### src/rtl/lct_pkg.sv
// Package with shared constants and types of the LRU cache hit tracker.
`default_nettype none

package lct_pkg;

  // Built size and field widths
  localparam int MaxEntries = 16;
  localparam int KeyWidth   = 32;
  localparam int CapWidth   = 5;
  localparam int RankWidth  = $clog2(MaxEntries);
  localparam int CntWidth   = $clog2(MaxEntries + 1);
  localparam int HitWidth   = 32;

  localparam logic [CapWidth-1:0] CapReset = CapWidth'(MaxEntries);

  typedef logic signed [KeyWidth-1:0] key_t;
  typedef logic [CapWidth-1:0]        cap_t;
  typedef logic [RankWidth-1:0]       rank_t;
  typedef logic [CntWidth-1:0]        cnt_t;
  typedef logic [HitWidth-1:0]        hit_cnt_t;
  typedef logic [MaxEntries-1:0]      entry_vec_t;

  // One result word
  typedef struct packed {
    logic     hit;
    logic     evicted_valid;
    key_t     evicted_key;
    hit_cnt_t hit_total;
  } res_t;

  // Handshake between the input register and the output register
  typedef struct packed {
    logic valid;
    logic ready;
  } push_t;

endpackage : lct_pkg

`default_nettype wire

### src/rtl/lct_if.sv
// Channel interfaces: key requests, lookup results and capacity writes.
`default_nettype none

interface lct_key_if
  import lct_pkg::*;
  ();
  logic valid;
  logic ready;
  key_t key;

  modport source (output valid, output key, input ready);
  modport sink (input valid, input key, output ready);
endinterface : lct_key_if

interface lct_res_if
  import lct_pkg::*;
  ();
  logic     valid;
  logic     ready;
  logic     hit;
  logic     evicted_valid;
  key_t     evicted_key;
  hit_cnt_t hit_total;

  modport source (output valid, output hit, output evicted_valid, output evicted_key,
                  output hit_total, input ready);
  modport sink (input valid, input hit, input evicted_valid, input evicted_key,
                input hit_total, output ready);
endinterface : lct_res_if

interface lct_cfg_if
  import lct_pkg::*;
  ();
  logic valid;
  logic ready;
  cap_t data;

  modport source (output valid, output data, input ready);
  modport sink (input valid, input data, output ready);
endinterface : lct_cfg_if

`default_nettype wire

### src/rtl/lct_store.sv
// Entry store: parallel key compare, recency ranks, fill count and hit counter.
`default_nettype none

module lct_store
  import lct_pkg::*;
(
  input  wire logic clk_i,
  input  wire logic rst_ni,
  input  wire logic cap_we_i,
  input  wire cap_t cap_data_i,
  input  wire logic step_i,
  input  wire key_t key_i,
  output res_t      res_o
);

  key_t       keys_q [MaxEntries];
  rank_t      rank_q [MaxEntries];
  entry_vec_t valid_q;
  cnt_t       filled_q;
  hit_cnt_t   hits_q;
  cap_t       cap_q;

  entry_vec_t match_vec;
  entry_vec_t lru_vec;
  entry_vec_t free_vec;
  entry_vec_t wr_vec;
  logic       hit;
  logic       use_free;
  logic       evict;
  rank_t      match_rank;
  rank_t      lru_rank;
  cnt_t       filled_m1;
  cnt_t       eff_cap;
  key_t       ev_key;
  logic       seen_free;

  // Clamp the capacity register into 1..MaxEntries
  always_comb begin
    if (cap_q == '0) begin
      eff_cap = cnt_t'(1);
    end else if (CntWidth'(cap_q) > cnt_t'(MaxEntries)) begin
      eff_cap = cnt_t'(MaxEntries);
    end else begin
      eff_cap = CntWidth'(cap_q);
    end
  end

  // Compare the key against every entry and pick the free and the least recent slots
  always_comb begin
    filled_m1  = filled_q - cnt_t'(1);
    lru_rank   = filled_m1[RankWidth-1:0];
    match_rank = '0;
    ev_key     = '0;
    seen_free  = 1'b0;
    for (int i = 0; i < MaxEntries; i++) begin
      match_vec[i] = valid_q[i] && (keys_q[i] == key_i);
      lru_vec[i]   = valid_q[i] && (rank_q[i] == lru_rank);
      free_vec[i]  = !valid_q[i] && !seen_free;
      seen_free    = seen_free || !valid_q[i];
      match_rank   = match_rank | (match_vec[i] ? rank_q[i] : '0);
    end
    hit      = |match_vec;
    use_free = !hit && (filled_q < eff_cap);
    evict    = !hit && !use_free;
    wr_vec   = hit ? '0 : (use_free ? free_vec : lru_vec);
    for (int i = 0; i < MaxEntries; i++) begin
      ev_key = ev_key | ((evict && lru_vec[i]) ? keys_q[i] : '0);
    end
  end

  // Form the result word
  always_comb begin
    res_o.hit           = hit;
    res_o.evicted_valid = evict;
    res_o.evicted_key   = ev_key;
    res_o.hit_total     = hits_q + HitWidth'(hit);
  end

  // Hold the capacity register
  always_ff @(posedge clk_i or negedge rst_ni) begin
    if (!rst_ni) begin
      cap_q <= CapReset;
    end else if (cap_we_i) begin
      cap_q <= cap_data_i;
    end
  end

  // Advance ranks, valid bits, fill count and hit counter
  always_ff @(posedge clk_i or negedge rst_ni) begin
    if (!rst_ni) begin
      valid_q  <= '0;
      filled_q <= '0;
      hits_q   <= '0;
      for (int i = 0; i < MaxEntries; i++) begin
        rank_q[i] <= '0;
      end
    end else if (step_i) begin
      hits_q <= hits_q + HitWidth'(hit);
      if (use_free) begin
        filled_q <= filled_q + cnt_t'(1);
      end
      for (int i = 0; i < MaxEntries; i++) begin
        if (match_vec[i] || wr_vec[i]) begin
          rank_q[i] <= '0;
        end else if (valid_q[i] && (!hit || (rank_q[i] < match_rank))) begin
          rank_q[i] <= rank_q[i] + rank_t'(1);
        end
        if (wr_vec[i]) begin
          valid_q[i] <= 1'b1;
        end
      end
    end
  end

  // Store the new key into the chosen slot
  always_ff @(posedge clk_i) begin
    if (step_i) begin
      for (int i = 0; i < MaxEntries; i++) begin
        if (wr_vec[i]) begin
          keys_q[i] <= key_i;
        end
      end
    end
  end

  a_fill_matches_valid: assert property (@(posedge clk_i) disable iff (!rst_ni)
    $countones(valid_q) == 32'(filled_q))
    else $error("fill count disagrees with valid bits");

  a_single_match: assert property (@(posedge clk_i) disable iff (!rst_ni)
    $onehot0(match_vec))
    else $error("key stored in more than one entry");

  a_lru_unique: assert property (@(posedge clk_i) disable iff (!rst_ni)
    (step_i && evict) |-> $onehot(lru_vec))
    else $error("no unique least recent entry on eviction");

  a_fill_bound: assert property (@(posedge clk_i) disable iff (!rst_ni)
    filled_q <= cnt_t'(MaxEntries))
    else $error("fill count above built size");

endmodule : lct_store

`default_nettype wire

### src/rtl/lct_out_reg.sv
// Result register that drives the result channel.
`default_nettype none

module lct_out_reg
  import lct_pkg::*;
(
  input  wire logic   clk_i,
  input  wire logic   rst_ni,
  input  wire logic   push_valid_i,
  output push_t       push_o,
  input  wire res_t   res_i,
  lct_res_if.source   out_if
);

  logic vld_q;
  logic vld_d;
  res_t res_q;
  logic load;

  // Take a new word when empty or when the held word leaves
  assign push_o.ready = !vld_q || out_if.ready;
  assign push_o.valid = push_valid_i;
  assign load         = push_valid_i && push_o.ready;

  always_comb begin
    vld_d = vld_q;
    if (load) begin
      vld_d = 1'b1;
    end else if (out_if.ready) begin
      vld_d = 1'b0;
    end
  end

  always_ff @(posedge clk_i or negedge rst_ni) begin
    if (!rst_ni) begin
      vld_q <= 1'b0;
    end else begin
      vld_q <= vld_d;
    end
  end

  always_ff @(posedge clk_i) begin
    if (load) begin
      res_q <= res_i;
    end
  end

  // Drive the channel
  assign out_if.valid         = vld_q;
  assign out_if.hit           = res_q.hit;
  assign out_if.evicted_valid = res_q.evicted_valid;
  assign out_if.evicted_key   = res_q.evicted_key;
  assign out_if.hit_total     = res_q.hit_total;

  a_hold_on_stall: assert property (@(posedge clk_i) disable iff (!rst_ni)
    (vld_q && !out_if.ready) |=> (vld_q && $stable(res_q)))
    else $error("result word changed while stalled");

  a_no_load_when_full: assert property (@(posedge clk_i) disable iff (!rst_ni)
    (vld_q && !out_if.ready) |-> !load)
    else $error("result register overwritten");

  a_load_sets_valid: assert property (@(posedge clk_i) disable iff (!rst_ni)
    load |=> vld_q)
    else $error("loaded word not shown");

endmodule : lct_out_reg

`default_nettype wire

### src/rtl/lru_cache_hit_tracker_top.sv
// Top level of the LRU cache hit tracker: input register, entry store, result register.
//
// Usage:
//   in_if  carries one key word per handshake (valid and ready both high at a clock edge).
//   out_if returns one result word per key: hit, evicted_valid, evicted_key, hit_total.
//   cfg_if writes the capacity register (1..16 entries in use); it is always ready and
//   is to be written only while no key is in flight; the block does not enforce this.
// Result path: a key accepted into the input register passes through the entry store
//   into the result register once that register is free or its held word leaves.
// Throughput: one key per cycle while out_if takes result words; the key compare,
//   recency update and slot choice for a key all settle between the input and result
//   registers, so the next key in the input register sees the updated entries.
// Reset: all entries invalid, fill count and hit counter zero, capacity 16.
// Stall: when out_if.ready is low the result word holds; the input register takes a key
//   only while empty; in_if.ready then stays low until the result word leaves.
`default_nettype none

module lru_cache_hit_tracker_top
  import lct_pkg::*;
(
  input  wire logic clk_i,
  input  wire logic rst_ni,
  lct_key_if.sink   in_if,
  lct_res_if.source out_if,
  lct_cfg_if.sink   cfg_if
);

  logic  in_vld_q;
  logic  in_vld_d;
  key_t  key_q;
  logic  accept;
  logic  advance;
  push_t push;
  res_t  res;

  // Capacity writes are always taken
  assign cfg_if.ready = 1'b1;

  // Input register: refill when empty or when the held key moves on
  assign advance     = in_vld_q && push.ready;
  assign in_if.ready = !in_vld_q || advance;
  assign accept      = in_if.valid && in_if.ready;

  always_comb begin
    in_vld_d = in_vld_q;
    if (accept) begin
      in_vld_d = 1'b1;
    end else if (advance) begin
      in_vld_d = 1'b0;
    end
  end

  always_ff @(posedge clk_i or negedge rst_ni) begin
    if (!rst_ni) begin
      in_vld_q <= 1'b0;
    end else begin
      in_vld_q <= in_vld_d;
    end
  end

  always_ff @(posedge clk_i) begin
    if (accept) begin
      key_q <= in_if.key;
    end
  end

  lct_store u_store (
    .clk_i      (clk_i),
    .rst_ni     (rst_ni),
    .cap_we_i   (cfg_if.valid),
    .cap_data_i (cfg_if.data),
    .step_i     (advance),
    .key_i      (key_q),
    .res_o      (res)
  );

  lct_out_reg u_out_reg (
    .clk_i        (clk_i),
    .rst_ni       (rst_ni),
    .push_valid_i (in_vld_q),
    .push_o       (push),
    .res_i        (res),
    .out_if       (out_if)
  );

  a_step_with_key: assert property (@(posedge clk_i) disable iff (!rst_ni)
    advance |-> (in_vld_q && push.valid))
    else $error("store stepped without a key");

  a_key_held: assert property (@(posedge clk_i) disable iff (!rst_ni)
    (in_vld_q && !advance) |=> (in_vld_q && $stable(key_q)))
    else $error("waiting key lost");

  a_step_fills_out: assert property (@(posedge clk_i) disable iff (!rst_ni)
    advance |=> out_if.valid)
    else $error("stepped key produced no result word");

endmodule : lru_cache_hit_tracker_top

`default_nettype wire
### src/flat_wrapper.sv
// flat-port wrapper written by rule: the top's interface ports become plain ports
module lru_cache_hit_tracker_top_flat import lct_pkg::*;
  (clk_i, rst_ni, in_if_valid, in_if_key, in_if_ready, out_if_valid, out_if_hit, out_if_evicted_valid, out_if_evicted_key, out_if_hit_total, out_if_ready, cfg_if_valid, cfg_if_data, cfg_if_ready);
  lct_key_if in_if_i ();
  lct_res_if out_if_i ();
  lct_cfg_if cfg_if_i ();
  input  wire logic clk_i;
  input  wire logic rst_ni;
  input wire logic [$bits(in_if_i.valid)-1:0] in_if_valid;
  input wire logic [$bits(in_if_i.key)-1:0] in_if_key;
  output wire logic [$bits(in_if_i.ready)-1:0] in_if_ready;
  output wire logic [$bits(out_if_i.valid)-1:0] out_if_valid;
  output wire logic [$bits(out_if_i.hit)-1:0] out_if_hit;
  output wire logic [$bits(out_if_i.evicted_valid)-1:0] out_if_evicted_valid;
  output wire logic [$bits(out_if_i.evicted_key)-1:0] out_if_evicted_key;
  output wire logic [$bits(out_if_i.hit_total)-1:0] out_if_hit_total;
  input wire logic [$bits(out_if_i.ready)-1:0] out_if_ready;
  input wire logic [$bits(cfg_if_i.valid)-1:0] cfg_if_valid;
  input wire logic [$bits(cfg_if_i.data)-1:0] cfg_if_data;
  output wire logic [$bits(cfg_if_i.ready)-1:0] cfg_if_ready;
  assign in_if_i.valid = in_if_valid;
  assign in_if_i.key = in_if_key;
  assign in_if_ready = in_if_i.ready;
  assign out_if_valid = out_if_i.valid;
  assign out_if_hit = out_if_i.hit;
  assign out_if_evicted_valid = out_if_i.evicted_valid;
  assign out_if_evicted_key = out_if_i.evicted_key;
  assign out_if_hit_total = out_if_i.hit_total;
  assign out_if_i.ready = out_if_ready;
  assign cfg_if_i.valid = cfg_if_valid;
  assign cfg_if_i.data = cfg_if_data;
  assign cfg_if_ready = cfg_if_i.ready;
  lru_cache_hit_tracker_top u_core (.clk_i(clk_i), .rst_ni(rst_ni), .in_if(in_if_i), .out_if(out_if_i), .cfg_if(cfg_if_i));
endmodule
### config.mk
export PLATFORM = sky130hd
export DESIGN_NAME = lru_cache_hit_tracker_top_flat
export DESIGN_NICKNAME = d
export VERILOG_FILES = /design/src/rtl/lct_pkg.sv /design/src/rtl/lct_if.sv /design/src/rtl/lct_store.sv /design/src/rtl/lct_out_reg.sv /design/src/rtl/lru_cache_hit_tracker_top.sv /design/src/flat_wrapper.sv
export SDC_FILE = /design/constraint.sdc
export NUM_CORES = 2
export LEC_CHECK = 0
export ABC_AREA = 0
export BUFFER_PORTS_ARGS = -buffer_cell sky130_fd_sc_hd__buf_2
export CAP_MARGIN = 20
export CELL_PAD_IN_SITES_DETAIL_PLACEMENT = 1
export CELL_PAD_IN_SITES_GLOBAL_PLACEMENT = 1
export CORE_MARGIN = 2
export CORE_UTILIZATION = 50
export CTS_BUF_LIST = sky130_fd_sc_hd__clkbuf_2
export DETAILED_ROUTE_END_ITERATION = 7
export PLACE_DENSITY = 0.8
export SYNTH_ARGS = -nofsm -noshare
export SYNTH_HDL_FRONTEND = slang
export SYNTH_SLANG_ARGS = --single-unit
export TNS_END_PERCENT = 30
### constraint.sdc
create_clock -name clk_i -period 10.64 [get_ports clk_i]
set_input_delay 2.128 -clock clk_i [delete_from_list [all_inputs] [get_ports clk_i]]
set_output_delay 2.128 -clock clk_i [all_outputs]
set_load 0.05 [all_outputs]
# ---- Word level (Yosys, flattened, before mapping)
# Memory sizes are Yosys's and may differ from the RTL's.
# Index checks and enable logic that the tools add are counted.
dict set report classes {
  bitwise_logic 30
  mux 120
  eq_ne 32
  magnitude_cmp 18
  n_addsub 19
  n_mul 0
  shifts 0
  n_reduce_logical 218
  div 0
}
# op count
set op_table {}
lappend op_table {{equality test 32 bit} 16}
lappend op_table {{two-way mux 32 bit} 16}
lappend op_table {{OR 32 bit} 15}
lappend op_table {{two-way mux 4 bit} 48}
lappend op_table {{logical AND 1 bit} 83}
lappend op_table {{AND reduction 2 bit} 33}
lappend op_table {{adder 4 x 1 -> 4 bit, second input constant} 16}
lappend op_table {{equality test 4 bit} 16}
lappend op_table {{less-than comparator 4 bit} 16}
lappend op_table {{OR 4 bit} 15}
lappend op_table {{two-way mux 1 bit} 52}
lappend op_table {{logical OR 1 bit} 48}
lappend op_table {{nonzero test 2 bit} 18}
lappend op_table {{zero test 1 bit} 34}
lappend op_table {{adder 32 x 1 -> 32 bit} 1}
lappend op_table {{two-way mux 16 bit} 2}
lappend op_table {{OR reduction 16 bit} 1}
lappend op_table {{two-way mux 5 bit} 2}
lappend op_table {{adder 5 x 1 -> 5 bit, second input constant} 1}
lappend op_table {{greater-than comparator 5 bit, second input constant} 1}
lappend op_table {{zero test 5 bit} 1}
lappend op_table {{less-than comparator 5 bit} 1}
lappend op_table {{subtractor 4 x 1 -> 4 bit, second input constant} 1}
dict set report totals {
  word_cells 480
  inputBits 42
  ram_bits 512
  n_memories 1
  romBits 0
  register_bits 222
  latch_bits 0
  output_inout_bits 69
}
# name words width rd rd_clocked_by_memory_dff write_ports line
set mem_list {}
lappend mem_list {u_core.u_store.keys_q 16 32 16 0 16 lct_store.sv:16} ;# key_t keys_q [MaxEntries];

# ---- Depth between registers and ports, before layout
# An unclocked memory read counts as a cell.
dict set report logic_depth {
  word_depth 25
  depth_mapped 24
  depth_no_buf 19
}

# ---- Cells and area by module
# A second synthesis with hierarchy kept.
dict set report unflattened {
  cells_unflattened 3308
  hier_area_um2 39051.2
}
# mod area_per_inst_um2 cells_per_inst seq_area_each_um2 n_inst
set modules_own_cells {}
lappend modules_own_cells {lct_store 35975.8 3198 18428.9 1}
lappend modules_own_cells {lct_out_reg 2043.2 71 2006.9 1}
lappend modules_own_cells {lru_cache_hit_tracker_top 1032.2 39 985.9 1}

# ---- Least setup slack after synthesis
# Ideal clock, no wire load.
dict set report synth_path {
  path_type {register -> register}
  from {register u_core.key_q[7]}
  to {register u_core.u_out_reg.res_q (netlist bit u_core.u_out_reg.out_if.hit_total[28]) (data pin)}
  path_slack_ns 5.339
  period_less_slack_ns 5.301
  required_ns 10.380
  arrival_time_ns 5.041
  setup_time_ns 0.260
  n_path_buf 5
  path_stages_with_launch 24
  cell_sequence {edfxtp_1 -> buf_4 -> buf_6 -> buf_6 -> xnor2_1 -> nand4_1 -> nor4_1 -> nand4_1 -> nand4_1 -> or4_1 -> buf_2 -> buf_2 -> ha_1 -> ha_1 -> nand3_1 -> nor4_1 -> nand4_1 -> nor2_1 -> and3_1 -> and3_1 -> and3_1 -> and3_1 -> nand3_1 -> xnor2_1}
}
# item line
set synth_rtl {}
lappend synth_rtl {{from (decl)} lru_cache_hit_tracker_top.sv:30} ;# key_t key_q;
lappend synth_rtl {{from (signal assigned)} lru_cache_hit_tracker_top.sv:63} ;# key_q <= in_if.key;
lappend synth_rtl {{to (signal assigned)} lct_out_reg.sv:44} ;# res_q <= res_i;
lappend synth_rtl {{to (decl)} lct_out_reg.sv:17} ;# res_t res_q;

# ---- Worst setup path after layout
dict set report layout_path {
  from {register u_core.key_q[9]}
  to {register u_core.u_store.hits_q[30]}
}
dict set report layout_via {
  elab_chain_len 4
  word_cells_on_any_way 34
  classes_between {add/sub (1); eq/ne (16); reduce/logical (17)}
}
# item line
set layout_lines {}
lappend layout_lines {{equality test 32 bit} lct_store.sv:56} ;# match_vec[i] = valid_q[i] && (keys_q[i] == key_i);
lappend layout_lines {{logical AND 1 bit} lct_store.sv:56}
lappend layout_lines {{OR reduction 16 bit (*)} lct_store.sv:62} ;# hit = |match_vec;
lappend layout_lines {{adder 32 x 1 -> 32 bit (*)} lct_store.sv:98} ;# hits_q <= hits_q + HitWidth'(hit);
lappend layout_lines {{to (signal assigned)} lct_store.sv:98}
lappend layout_lines {{to (decl)} lct_store.sv:20} ;# hit_cnt_t hits_q;
# Mark *: on every way between the ends. The rest lies on a longest branch, timed or not.
# A chain may end at the register's enable or synchronous reset.

==> summary.txt <==
DR vias: 33,972
Hold Buf Count CTS: 0
Dominant synthesized flop cell: edfxtp_1
Worst vdd ir: 0.000172 V
Worst slew margin: 0.0805
# rows: 102
R2r worst-path depth: 21
Final Net Count: 3,548
Power Dens Cells: 231 nW/um^2
WP data arrival: 9.87 ns
Share of flip-flops with an asynchronous set or reset: 0.169
Inst Count DP: 4,306
First-pass GRT wire length: 277,000 microns
Antenna violations before repair: 16
Port Buffers: 109
Non-filler cells, final: 4,677
Max Slew Vio Count: 0
Largest net degree at the start of global routing: 78
Clock slew at reported path FFs: 0.10 ns
Count of final setup violators: 0
Largest area contributor in the netlist: edfxtp_1
DP HPWL: 146,000 microns
TritonCTS clock tree: done
Synth-to-layout area growth: 9.20%
Number of vias per cell: 7.26
CP max FO: 19
Vias in the first global route: 33,658
# H-tree levels: 4
Cells after Synth: 3,229
Crit path capture: u_core.u_store.hits_q[30]
Core area: 77,500 sq um
CTS Buf Count: 190
Syn Area/Cell: 12.1 sq um
Total Routed Length: 203,000 microns
DIE AREA: 80,600 sq um
WL/cell: 43.5 microns
P_int: 5460 uW
Most frequent cell after synthesis: edfxtp_1
Clk_skew: 0.137 ns
Outcome: finished clean
Final Critical Period: 8.47 ns
Reg-to-reg critical path startpoint: u_core.key_q[9]
Cts repair resizes: 0
Tcrit/Tclk final: 0.796
Clock Tree Buf Depth: 3
Share of cells above drive strength 1: 0.170
Main area contributors after synthesis: edfxtp_1, xnor2_1, dfrtp_1
Critical Path Source: u_core.key_q[9]
Ports: 111
Setup repair bufs after CTS: 0
CTS Sinks: 734
Slew @ Worst Pin: 1.37 ns
Pre-Repair DR Iteration Count: 6
HP Class: flip-flop to flip-flop
Synth cell types: 90
Synth top area share: 0.468
Die X-Extent: 284 microns
Synth warn: 0
Commonest cells post-synth: edfxtp_1, xnor2_1, nand4_1
Initial core utilization: 0.506
FMAX: 118 MHz
Part of the power in the clock network: 0.212
Worst-skew pair later-pin latency: 1.55 ns
Worst R2R Setup Slack: 2.17 ns
Reg power frac: 0.414
Comb pwr share: 0.374
Sw Pwr: 4440 uW
Die height: 284 microns
Number of synthesized flops with an enable pin: 610
Endpoint class of the critical path: flip-flop
Sw frac: 0.449
Crit path launch type: flip-flop
DRT iter0 DRCs: 5,770
WS Path Type: flip-flop to flip-flop
Register area share after synthesis: 0.547
Final Hold Vio Count: 0
Required @ worst endpoint: 12.04 ns
Pleak: 0.0148 uW
Max-Cap Viols: 0
GRT Residual Overflow: 0
Setup_tns: 0 ns
Root buffer cell: clkbuf_2
GPL Wtd Cong: 1.15
Gr usage total: 0.501
Syn nets: 3,311
RSZ-0062 raised after global routing: false
Synthesized area: 39,200 sq um
Fin util: 0.552
DRT antenna net count: 0
Post-route DRC: 0
Yosys reg bits: 734
Crit Reg-Reg Endpoint: u_core.u_store.hits_q[30]
critical path: stages, from the launching register on:
cell      delay (ns)
edfxtp_1        1.05
buf_4           0.49
xnor2_1         0.19
nand4_1         0.11
nor4_1          1.05
nand4_1         0.47
nand4_1         0.25
or4_1           0.15
buf_4           0.29
ha_1            0.24
ha_1            0.21
nand3_1         0.19
nor4_1          0.95
nand4_1         0.37
nor2_1          0.64
and3_1          0.32
and3_1          0.26
and3_1          0.24
and3_1          0.28
nand3_1         0.15
nor2_1          0.20
xor2_1          0.18
metal layers:
metal	track usage	part of all wire	up-vias
met2	0.735	0.43	3025
met5	0.00298	0.00057	-
li1	-	-	13044
met3	0.174	0.13	852
met4	0.403	0.10	12
met1	0.596	0.34	17039
power groups by stage:
stage | registers, uW | clock network [uW] | logic, uW
after floorplan | 4200 | 0 | 1910
after global routing | 4120 | 2230 | 3770
after CTS | 4070 | 2090 | 3550
after global placement | 4090 | 0 | 3400
final | 4100 | 2100 | 3700
after detailed placement | 4120 | 0 | 3530
layout make-up:
type | instances | area [sq um]
fillers | 8192 | 34700
flip-flops and latches | 734 | 21400
multi-input cells | 2243 | 16600
clock buffers | 287 | 1440
repair buffers | 210 | 1330
well taps | 1040 | 1300
clock inverters | 60 | 345
inverters | 87 | 332
diodes | 16 | 40.0
worst min path at each step:
| stage | slack, ns | start | end | cells after the start |
|---|---|---|---|---|
| 2_1_floorplan | 0.45 | u_core.u_store.filled_q[4] | u_core.u_store.filled_q[4] | 1 |
| 3_3_place_gp | 0.47 | u_core.u_store.filled_q[4] | u_core.u_store.filled_q[4] | 1 |
| 3_5_place_dp | 0.49 | u_core.u_store.filled_q[4] | u_core.u_store.filled_q[4] | 1 |
| 4_1_cts | 0.49 | rst_ni | u_core.u_store.valid_q[10] | 1 |
| 5_1_grt | 0.52 | rst_ni | u_core.u_store.valid_q[10] | 1 |
| 6_report | 0.51 | u_core.u_store.filled_q[4] | u_core.u_store.filled_q[4] | 1 |
cells in the final DEF (no fill, tap or decap), drive strengths merged, types with 53 or more instances in the layout:
cell / Yosys / routed
edfxtp: 610 / 610
xnor2: 521 / 521
nand4: 294 / 294
clkbuf: 43 / 289
buf: 122 / 208
nand2: 134 / 134
nand3: 128 / 128
dfrtp: 123 / 123
nand2b: 103 / 103
a22oi: 99 / 99
nor4: 94 / 94
inv: 86 / 92
a22o: 90 / 90
nor2: 87 / 87
a221oi: 82 / 82
nor3: 79 / 79
xor2: 77 / 77
o21ai: 58 / 58
and3: 53 / 53
sequential cells by signal, indices dropped and copies added, names as in the netlist:
name	flops
u_core.u_store.rank_q	64
u_core.u_out_reg.out_if.hit_total	32
u_core.u_store.valid_q	16
u_core.in_vld_q	1
u_core.u_out_reg.out_if.evicted_valid	1
u_core.key_q	32
u_core.u_store.filled_q	5
u_core.u_store.keys_q	512
u_core.u_out_reg.out_if.hit	1
u_core.u_out_reg.out_if.valid	1
u_core.u_store.hits_q	32
u_core.u_store.cap_q	5
u_core.u_out_reg.out_if.evicted_key	32
cell families (layout without fill, tap and decap cells):
kind of cell,count (synthesis),after routing,share of synthesized area
AOI/OAI and AO/OA,511,511,0.103
xor gates and xnor gates,598,598,0.134
adders and majority gates,51,51,0.0156
buffers and inverters,252,644,0.0367
DFF,734,734,0.547
muxes,14,14,0.00393
other,1,17,0.0000957
and+or+nand+nor,1068,1068,0.159
stage by stage:
step	power, uW	hold slack, ns	instance area, sq um	setup slack (ns)
after floorplan	6110	0.452	39200	5.34
after global placement	7500	0.469	40800	3.02
after detailed placement	7650	0.487	40800	2.67
after CTS	9700	0.495	42600	2.53
after global routing	10100	0.522	42800	2.02
final	9900	0.505	42800	2.17
Power figures use the tool's default switching activity.
